**src/rtl/htpi_pkg.sv**
```systemverilog
`timescale 1ns / 1ps

package htpi_pkg;

    // Table geometry
    localparam int TABLE_ENTRIES = 16;
    localparam int IDX_W         = $clog2(TABLE_ENTRIES);
    localparam int PROBE_W       = IDX_W - 1;

    // Key and value geometry
    localparam int KEY_BYTES  = 8;
    localparam int KEY_W      = 64;
    localparam int LEN_W      = 4;
    localparam int BYTE_SEL_W = 3;
    localparam int VALUE_BITS = 32;
    localparam int VALUE_W    = 32;
    localparam int SLOT_W     = 4;
    localparam int STATUS_W   = 2;
    localparam int HASH_W     = 32;

    // FNV-1a 32-bit constants
    localparam logic [HASH_W-1:0] FNV_BASIS = 32'd2166136261;
    localparam logic [HASH_W-1:0] FNV_PRIME = 32'd16777619;

    typedef enum logic [STATUS_W-1:0] {
        ST_FOUND = 2'd0,
        ST_NEW   = 2'd1,
        ST_MISS  = 2'd2,
        ST_FULL  = 2'd3
    } status_t;

    // Request item
    typedef struct packed {
        logic               operation;
        logic [KEY_W-1:0]   key_bytes;
        logic [LEN_W-1:0]   key_length;
        logic [VALUE_W-1:0] value;
    } req_t;

    // Response item
    typedef struct packed {
        status_t            status;
        logic [VALUE_W-1:0] value_out;
        logic [SLOT_W-1:0]  slot;
    } rsp_t;

    // Controller to datapath commands
    typedef struct packed {
        logic load;
        logic hash_step;
        logic rd_issue;
        logic capture;
        logic advance;
        logic out_load;
    } cmd_t;

    // Datapath to controller status
    typedef struct packed {
        logic hash_done;
        logic hit;
        logic free;
        logic last;
        logic insert;
        logic out_free;
    } stat_t;

    // Clamp the key length to the key width
    function automatic logic [LEN_W-1:0] sat_len(input logic [LEN_W-1:0] len);
        logic [LEN_W-1:0] res;
        res = (len > LEN_W'(KEY_BYTES)) ? LEN_W'(KEY_BYTES) : len;
        return res;
    endfunction

    // Byte mask keeping the first len bytes
    function automatic logic [KEY_W-1:0] key_mask(input logic [LEN_W-1:0] len);
        logic [KEY_W-1:0] m;
        m = '0;
        for (int b = 0; b < KEY_BYTES; b++) begin
            m[b*8 +: 8] = (LEN_W'(b) < len) ? 8'hFF : 8'h00;
        end
        return m;
    endfunction

endpackage

```
**src/rtl/hash_table_probe_insert_unit.sv**
```systemverilog
`timescale 1ns / 1ps

// Open-addressing key/value table, 16 slots, FNV-1a hash, quadratic probing.
// Request channel (req_valid / req_stall / req): one item per lookup or
// insert; an item is taken when req_valid is high and req_stall is low.
// req_stall is low only while the unit is idle; one item is worked at a time.
// Response channel (rsp_valid / rsp_stall / rsp): exactly one item per
// request, held in an output register until taken.
// After a request is accepted, the unit runs L hash rounds, where L is the
// key length capped at 8, through the single 32-bit multiplier, then a read
// and a compare step for each of P (1 to 8) slots probed on the slot memory's
// registered read port.
// While the receiver stalls, the result waits in the output register and the
// next request can be taken and processed; if it finishes before the old
// result leaves, it waits in its done state.
// Reset clears all used marks at once (the table is empty) and the output
// valid; the stored keys and values need no clearing.
module hash_table_probe_insert_unit (
    input  logic           clk,
    input  logic           rst_n,
    input  logic           req_valid,
    output logic           req_stall,
    input  htpi_pkg::req_t req,
    output logic           rsp_valid,
    input  logic           rsp_stall,
    output htpi_pkg::rsp_t rsp
);
    import htpi_pkg::*;

    cmd_t  cmd;
    stat_t stat;

    htpi_ctrl u_ctrl (
        .clk       (clk),
        .rst_n     (rst_n),
        .req_valid (req_valid),
        .stat      (stat),
        .req_stall (req_stall),
        .cmd       (cmd)
    );

    htpi_dpath u_dpath (
        .clk       (clk),
        .rst_n     (rst_n),
        .req       (req),
        .cmd       (cmd),
        .rsp_stall (rsp_stall),
        .stat      (stat),
        .rsp_valid (rsp_valid),
        .rsp       (rsp)
    );

endmodule

```
**src/rtl/htpi_dpath.sv**
```systemverilog
`timescale 1ns / 1ps

module htpi_dpath (
    input  logic            clk,
    input  logic            rst_n,
    input  htpi_pkg::req_t  req,
    input  htpi_pkg::cmd_t  cmd,
    input  logic            rsp_stall,
    output htpi_pkg::stat_t stat,
    output logic            rsp_valid,
    output htpi_pkg::rsp_t  rsp
);
    import htpi_pkg::*;

    typedef struct packed {
        logic [KEY_W-1:0]      key;
        logic [LEN_W-1:0]      len;
        logic [HASH_W-1:0]     hash;
        logic [VALUE_BITS-1:0] value;
    } entry_t;

    // Slot store: one write port, one registered read port
    entry_t mem [TABLE_ENTRIES];

    logic                  op_reg;
    logic [KEY_W-1:0]      key_reg;
    logic [LEN_W-1:0]      len_reg;
    logic [VALUE_BITS-1:0] val_reg;
    logic [HASH_W-1:0]     hash_reg, hash_next;
    logic [LEN_W-1:0]      cnt_reg, cnt_next;
    logic [PROBE_W-1:0]    probe_reg, probe_next;
    logic [IDX_W-1:0]      idx_reg;
    entry_t                rd_reg;
    logic [TABLE_ENTRIES-1:0] used_reg;
    rsp_t                  res_reg, res_next;
    rsp_t                  rsp_reg;
    logic                  rsp_valid_reg, rsp_valid_next;

    logic [LEN_W-1:0]      len_in;
    logic [KEY_W-1:0]      key_in;
    logic [7:0]            byte_cur;
    logic [HASH_W-1:0]     mixed;
    logic [2*PROBE_W-1:0]  probe_sq;
    logic [IDX_W-1:0]      probe_idx;
    logic                  used_cur;
    logic                  hit;
    logic                  wr_en;
    entry_t                wr_entry;

    // Request normalization
    assign len_in = sat_len(req.key_length);
    assign key_in = req.key_bytes & key_mask(len_in);

    // One FNV-1a round per cycle
    assign byte_cur = key_reg[cnt_reg[BYTE_SEL_W-1:0]*8 +: 8];
    assign mixed    = hash_reg ^ {{(HASH_W-8){1'b0}}, byte_cur};

    always_comb
    begin
        hash_next  = hash_reg;
        cnt_next   = cnt_reg;
        probe_next = probe_reg;
        if (cmd.load)
        begin
            hash_next  = FNV_BASIS;
            cnt_next   = '0;
            probe_next = '0;
        end
        else if (cmd.hash_step)
        begin
            hash_next = mixed * FNV_PRIME;
            cnt_next  = cnt_reg + 1'b1;
        end
        else if (cmd.advance)
        begin
            probe_next = probe_reg + 1'b1;
        end
    end

    // Quadratic probe address
    assign probe_sq  = probe_reg * probe_reg;
    assign probe_idx = hash_reg[IDX_W-1:0] + IDX_W'(probe_sq);

    // Slot compare
    assign used_cur = used_reg[idx_reg];
    assign hit = used_cur && (rd_reg.hash == hash_reg) && (rd_reg.len == len_reg)
                 && (rd_reg.key == key_reg);
    assign wr_en = cmd.capture && op_reg && (hit || !used_cur);

    assign wr_entry.key   = key_reg;
    assign wr_entry.len   = len_reg;
    assign wr_entry.hash  = hash_reg;
    assign wr_entry.value = val_reg;

    // Result of the probe under test
    always_comb
    begin
        res_next.status    = op_reg ? ST_FULL : ST_MISS;
        res_next.value_out = '0;
        res_next.slot      = '0;
        if (hit)
        begin
            res_next.status    = ST_FOUND;
            res_next.value_out = op_reg ? VALUE_W'(val_reg) : VALUE_W'(rd_reg.value);
            res_next.slot      = SLOT_W'(idx_reg);
        end
        else if (!used_cur && op_reg)
        begin
            res_next.status    = ST_NEW;
            res_next.value_out = VALUE_W'(val_reg);
            res_next.slot      = SLOT_W'(idx_reg);
        end
    end

    // Output register handshake
    always_comb
    begin
        rsp_valid_next = rsp_valid_reg;
        if (cmd.out_load)
        begin
            rsp_valid_next = 1'b1;
        end
        else if (!rsp_stall)
        begin
            rsp_valid_next = 1'b0;
        end
    end

    // Payload registers
    always_ff @(posedge clk)
    begin
        if (cmd.load)
        begin
            op_reg  <= req.operation;
            key_reg <= key_in;
            len_reg <= len_in;
            val_reg <= VALUE_BITS'(req.value);
        end
        hash_reg  <= hash_next;
        cnt_reg   <= cnt_next;
        probe_reg <= probe_next;
        if (cmd.rd_issue)
        begin
            idx_reg <= probe_idx;
        end
        if (cmd.capture)
        begin
            res_reg <= res_next;
        end
        // Finished result moves to the output only when the output is free
        if (cmd.out_load)
        begin
            rsp_reg <= res_reg;
        end
    end

    // Slot store
    always_ff @(posedge clk)
    begin
        if (cmd.rd_issue)
        begin
            rd_reg <= mem[probe_idx];
        end
        if (wr_en)
        begin
            mem[idx_reg] <= wr_entry;
        end
    end

    // Used marks and output valid
    always_ff @(posedge clk or negedge rst_n)
    begin
        if (!rst_n)
        begin
            used_reg      <= '0;
            rsp_valid_reg <= 1'b0;
        end
        else
        begin
            rsp_valid_reg <= rsp_valid_next;
            if (wr_en)
            begin
                used_reg[idx_reg] <= 1'b1;
            end
        end
    end

    assign stat.hash_done = (cnt_reg == len_reg);
    assign stat.hit       = hit;
    assign stat.free      = !used_cur;
    assign stat.last      = &probe_reg;
    assign stat.insert    = op_reg;
    assign stat.out_free  = !rsp_valid_reg || !rsp_stall;

    assign rsp_valid = rsp_valid_reg;
    assign rsp       = rsp_reg;

    // A response is never loaded over one still waiting
    a_load_free: assert property (@(posedge clk) disable iff (!rst_n)
        cmd.out_load |-> (!rsp_valid_reg || !rsp_stall))
        else $error("response overwritten while stalled");

    // Hash rounds stop at the key length
    a_hash_bound: assert property (@(posedge clk) disable iff (!rst_n)
        cmd.hash_step |-> (cnt_reg < len_reg))
        else $error("hash round past key length");

    // A reported new slot is marked used
    a_new_used: assert property (@(posedge clk) disable iff (!rst_n)
        (rsp_valid_reg && (rsp_reg.status == ST_NEW)) |-> used_reg[IDX_W'(rsp_reg.slot)])
        else $error("new slot not marked used");

endmodule

```
**src/rtl/htpi_ctrl.sv**
```systemverilog
`timescale 1ns / 1ps

module htpi_ctrl (
    input  logic            clk,
    input  logic            rst_n,
    input  logic            req_valid,
    input  htpi_pkg::stat_t stat,
    output logic            req_stall,
    output htpi_pkg::cmd_t  cmd
);
    import htpi_pkg::*;

    typedef enum logic [4:0] {
        S_IDLE  = 5'b00001,
        S_HASH  = 5'b00010,
        S_READ  = 5'b00100,
        S_CHECK = 5'b01000,
        S_DONE  = 5'b10000
    } state_t;

    state_t state_reg, state_next;

    // Next state and commands
    always_comb
    begin
        state_next = state_reg;
        cmd        = '0;
        unique case (state_reg)
            S_IDLE:
            begin
                if (req_valid)
                begin
                    cmd.load   = 1'b1;
                    state_next = S_HASH;
                end
            end
            S_HASH:
            begin
                if (stat.hash_done)
                begin
                    state_next = S_READ;
                end
                else
                begin
                    cmd.hash_step = 1'b1;
                end
            end
            S_READ:
            begin
                cmd.rd_issue = 1'b1;
                state_next   = S_CHECK;
            end
            S_CHECK:
            begin
                if (stat.hit || (stat.free && stat.insert) || stat.last)
                begin
                    cmd.capture = 1'b1;
                    state_next  = S_DONE;
                end
                else
                begin
                    cmd.advance = 1'b1;
                    state_next  = S_READ;
                end
            end
            S_DONE:
            begin
                if (stat.out_free)
                begin
                    cmd.out_load = 1'b1;
                    state_next   = S_IDLE;
                end
            end
            default:
            begin
                state_next = S_IDLE;
            end
        endcase
    end

    always_ff @(posedge clk or negedge rst_n)
    begin
        if (!rst_n)
        begin
            state_reg <= S_IDLE;
        end
        else
        begin
            state_reg <= state_next;
        end
    end

    assign req_stall = (state_reg != S_IDLE);

    // A finished probe always hands its result to the output stage
    a_capture_done: assert property (@(posedge clk) disable iff (!rst_n)
        cmd.capture |=> (state_reg == S_DONE))
        else $error("capture not followed by done");

    // A blocked result waits in place
    a_done_hold: assert property (@(posedge clk) disable iff (!rst_n)
        ((state_reg == S_DONE) && !stat.out_free) |=> (state_reg == S_DONE))
        else $error("result dropped while output busy");

endmodule
```
**config.mk**
```make
export PLATFORM = sky130hd
export DESIGN_NAME = hash_table_probe_insert_unit
export DESIGN_NICKNAME = d
export VERILOG_FILES = /design/src/rtl/htpi_pkg.sv /design/src/rtl/hash_table_probe_insert_unit.sv /design/src/rtl/htpi_dpath.sv /design/src/rtl/htpi_ctrl.sv
export SDC_FILE = /design/constraint.sdc
export NUM_CORES = 2
export LEC_CHECK = 0
export BUFFER_PORTS_ARGS = -buffer_cell sky130_fd_sc_hd__buf_4
export CAP_MARGIN = 25
export CORE_UTILIZATION = 35
export CTS_CLUSTER_DIAMETER = 150
export DETAILED_ROUTE_END_ITERATION = 10
export GPL_ROUTABILITY_DRIVEN = 0
export GPL_TIMING_DRIVEN = 1
export SYNTH_ARGS = -nofsm -noshare
export SYNTH_HDL_FRONTEND = slang
export SYNTH_SLANG_ARGS = --single-unit
```
**constraint.sdc**
```tcl
create_clock -name clk -period 20.8 [get_ports clk]
set_clock_uncertainty 0.05 [all_clocks]
set_input_delay 4.16 -clock clk [delete_from_list [all_inputs] [get_ports clk]]
set_output_delay 4.16 -clock clk [all_outputs]
set_load 0.02 [all_outputs]
```
==> impl_metrics.tcl <==
set metrics [dict create \
    hold_viol 0 \
    min-delay-start "u_dpath.res_reg[26]$_DFFE_PP_" \
    rrSetupSlack_ns 13.39 \
    async_reset_ff_frac 0.008850 \
    vias_per_cell 5.339 \
    dieArea_um2 285500 \
    grt_first_pass_wirelength_um 358800 \
    rows 195 \
    syn_nets 4869 \
    hp-class "flip-flop to flip-flop" \
    post_cts_buffers 0 \
    setup-tns-final_ns 0 \
    relSlewSlack 0.3070 \
    seq_area_frac_synth 0.7478 \
    cts_buffers 274 \
    clk_pin_slew_ns 0.06 \
    core_area_um2 282000 \
    grt_max_degree 147 \
    r2r-start "u_dpath.cnt_reg[0]$_SDFFE_PP0P_" \
    ys_warn_count 0 \
    critical_path_class "flip-flop to flip-flop" \
    cp.arrival_ns 8.24 \
    topRoutingLayerUsed "met4" \
    start_util 0.3516 \
    worstRegToRegCells 22 \
    synth_top_area_frac 0.7343 \
    drt_iter0_drc 4783 \
    route.detailed.drc 0 \
    clk_latency_ns 0.96 \
    grt_pass1_vias 49086 \
    rsz0062_at_grt "false" \
    drt_pass1_iterations 5 \
    ys_types 62 \
    synth-main-ff-cell "edfxtp_1" \
    largest_reg_flops 2112 \
    fill_cells 24668 \
    antenna_found_initial 17 \
    end_kind "flip-flop" \
    die_h_um 534.3 \
    start_kind "flip-flop" \
    setup_violations 0 \
    synth-edff-count 2425 \
    netlist_area_um2 99170 \
    routed_wl_um 250500 \
    die_w_um 534.3 \
    synthTopCellsByArea "edfxtp_1 (73%), mux4_2 (15%), ha_1 (2.4%)" \
    syn_inst 4496 \
    final_core_util 0.4044 \
    post_cts_resized 0 \
    hold_depth 0 \
    drive_above_1_share 0.2641 \
    num_vias 46936 \
    area_delta_synth_final_pct 15.03 \
    clock_sinks 2486 \
    avgRoutedWirePerCell_um 28.49 \
    clk_path_buf_depth 4 \
    grt_remaining_overflow 0 \
    max_freq_mhz 134.9 \
    status "finished clean" \
    ant_nets 0 \
    met3_length_um 14730 \
    h-tree-depth 5 \
    synth_top_cell_by_area "edfxtp_1" \
    period_minus_slack_ns 7.411 \
    grt.total_usage 0.1746 \
    num_io_pins 145 \
    cp_max_fo 18 \
    port_buffers 144 \
    period_share 0.3563 \
    avgSynthCellArea_um2 22.06 \
    wl_met2_um 124600 \
    r2r_end "u_dpath.hash_reg[25]$_SDFFE_PP0P_" \
    drv_slew 0 \
    dp.final_hpwl_um 135700 \
    ctsHoldBuffers 0 \
    cts_tree "built" \
    critPathRequiredTime_ns 21.63 \
    layout.nets 5224 \
    drv_cap 0 \
    tightest_slew_ns 1.036 \
    clockRootBuffer "clkbuf_16" \
    drt-met1-wl_um 104900 \
    synth-seq-cells 2486 \
    hold_path_end "u_dpath.rsp[26]$_DFFE_PP_" \
]
-- critical path: stages, from the launching register on --
cell and delay, ns:
dfxtp_1 0.39, buf_4 0.39, mux4_2 0.61, mux2i_1 0.37
xnor2_1 0.34, ha_1 0.35, ha_1 0.22, fa_1 0.47
ha_1 0.23, fa_1 0.44, ha_1 0.29, inv_1 0.04
fa_1 0.49, inv_1 0.04, ha_1 0.36, a211oi_1 0.31
o211ai_1 0.16, a221oi_1 0.35, a21oi_1 0.20, or2_2 0.34
a21o_1 0.21, a2111oi_0 0.54, a221o_1 0.18
-- metal layers --
layer,global-route usage,up-vias
met5,0,-
met1,0.2361,25605
met2,0.2908,1698
li1,-,19279
met3,0.02728,354
met4,0.05221,0
-- layout make-up --
type / count / area [um^2] / share of cell area
flip-flops and latches: 2486 / 74150 / 0.6501
multi-input cells: 1647 / 23850 / 0.2090
clock buffers: 330 / 7191 / 0.06304
well taps: 3743 / 4683 / 0.04106
repair buffers: 268 / 2170 / 0.01902
clock inverters: 135 / 1351 / 0.01185
inverters: 174 / 658.1 / 0.005769
diodes: 8 / 20.02 / 0.0001755
-- cells by family (layout without fill, tap and decap cells) --
kind of cell | count (synthesis) | in the layout | synth area share
AOI/OAI and AO/OA | 224 | 224 | 0.01520
xor gates and xnor gates | 163 | 163 | 0.01440
adders and majority gates | 268 | 268 | 0.03942
buffers and inverters | 363 | 907 | 0.01395
DFF | 2486 | 2486 | 0.7478
muxes | 692 | 692 | 0.1518
other | 0 | 8 | 0
and+or+nand+nor | 300 | 300 | 0.01745
-- worst max-delay path by stage --
| stage | startpoint | to |
|---|---|---|
| floorplan | u_dpath.idx_reg[0]$_DFFE_PN_ | u_dpath.mem[12][0]$_DFFE_PP_ |
| global placement | u_dpath.key_reg[24]$_DFFE_PP_ | u_dpath.hash_reg[30]$_SDFFE_PP0P_ |
| detailed placement | u_dpath.cnt_reg[0]$_SDFFE_PP0P_ | u_dpath.hash_reg[25]$_SDFFE_PP0P_ |
| CTS | u_dpath.key_reg[24]$_DFFE_PP_ | u_dpath.hash_reg[30]$_SDFFE_PP0P_ |
| global route | u_dpath.cnt_reg[0]$_SDFFE_PP0P_ | u_dpath.hash_reg[25]$_SDFFE_PP0P_ |
| finish | u_dpath.cnt_reg[0]$_SDFFE_PP0P_ | u_dpath.hash_reg[25]$_SDFFE_PP0P_ |
-- synthesized netlist by cell type (20+ instances only) --
| cell type | instances |
|---|---|
| nand2_1 | 59 |
| clkbuf_1 | 129 |
| mux4_2 | 647 |
| nand4_1 | 30 |
| a211oi_1 | 40 |
| nor2_1 | 30 |
| a21oi_1 | 74 |
| dfxtp_1 | 39 |
| xor2_1 | 20 |
| nor2b_1 | 95 |
| dfrtp_1 | 21 |
| inv_1 | 173 |
| buf_1 | 53 |
| mux2i_1 | 43 |
| edfxtp_1 | 2425 |
| ha_1 | 194 |
| a22o_1 | 32 |
| fa_1 | 74 |
| xnor2_1 | 143 |
| o21ai_0 | 20 |
-- metrics by stage --
stage / instances / hold slack (ns) / cell area [um^2] / setup WS, ns
floorplan: 4496 / 0.3503 / 99170 / 5.051
finish: 8791 / 0.3293 / 114100 / 13.39
global placement: 8317 / 0.3516 / 105500 / 13.60
detailed placement: 8317 / 0.3545 / 105500 / 13.53
CTS: 8782 / 0.3216 / 114000 / 13.49
global route: 8788 / 0.3285 / 114100 / 13.02
-- placed cells by master, fill, tap and decap left out, drive strengths merged, types with 32 or more instances in the layout --
cell type  netlist  routed
a211oi          40      40
mux4           649     649
a21oi           74      74
buf             60     268
nor2b           95      95
mux2i           43      43
ha             194     194
inv            173     180
clkinv           1      97
xnor2          143     143
edfxtp        2425    2425
clkbuf         129     330
a22o            32      32
fa              74      74
nand2           60      60
dfxtp           39      39
Power is left out: the tool's default activity adds up to more than one toggle a clock period on the data nets, which glitch-free logic cannot reach.
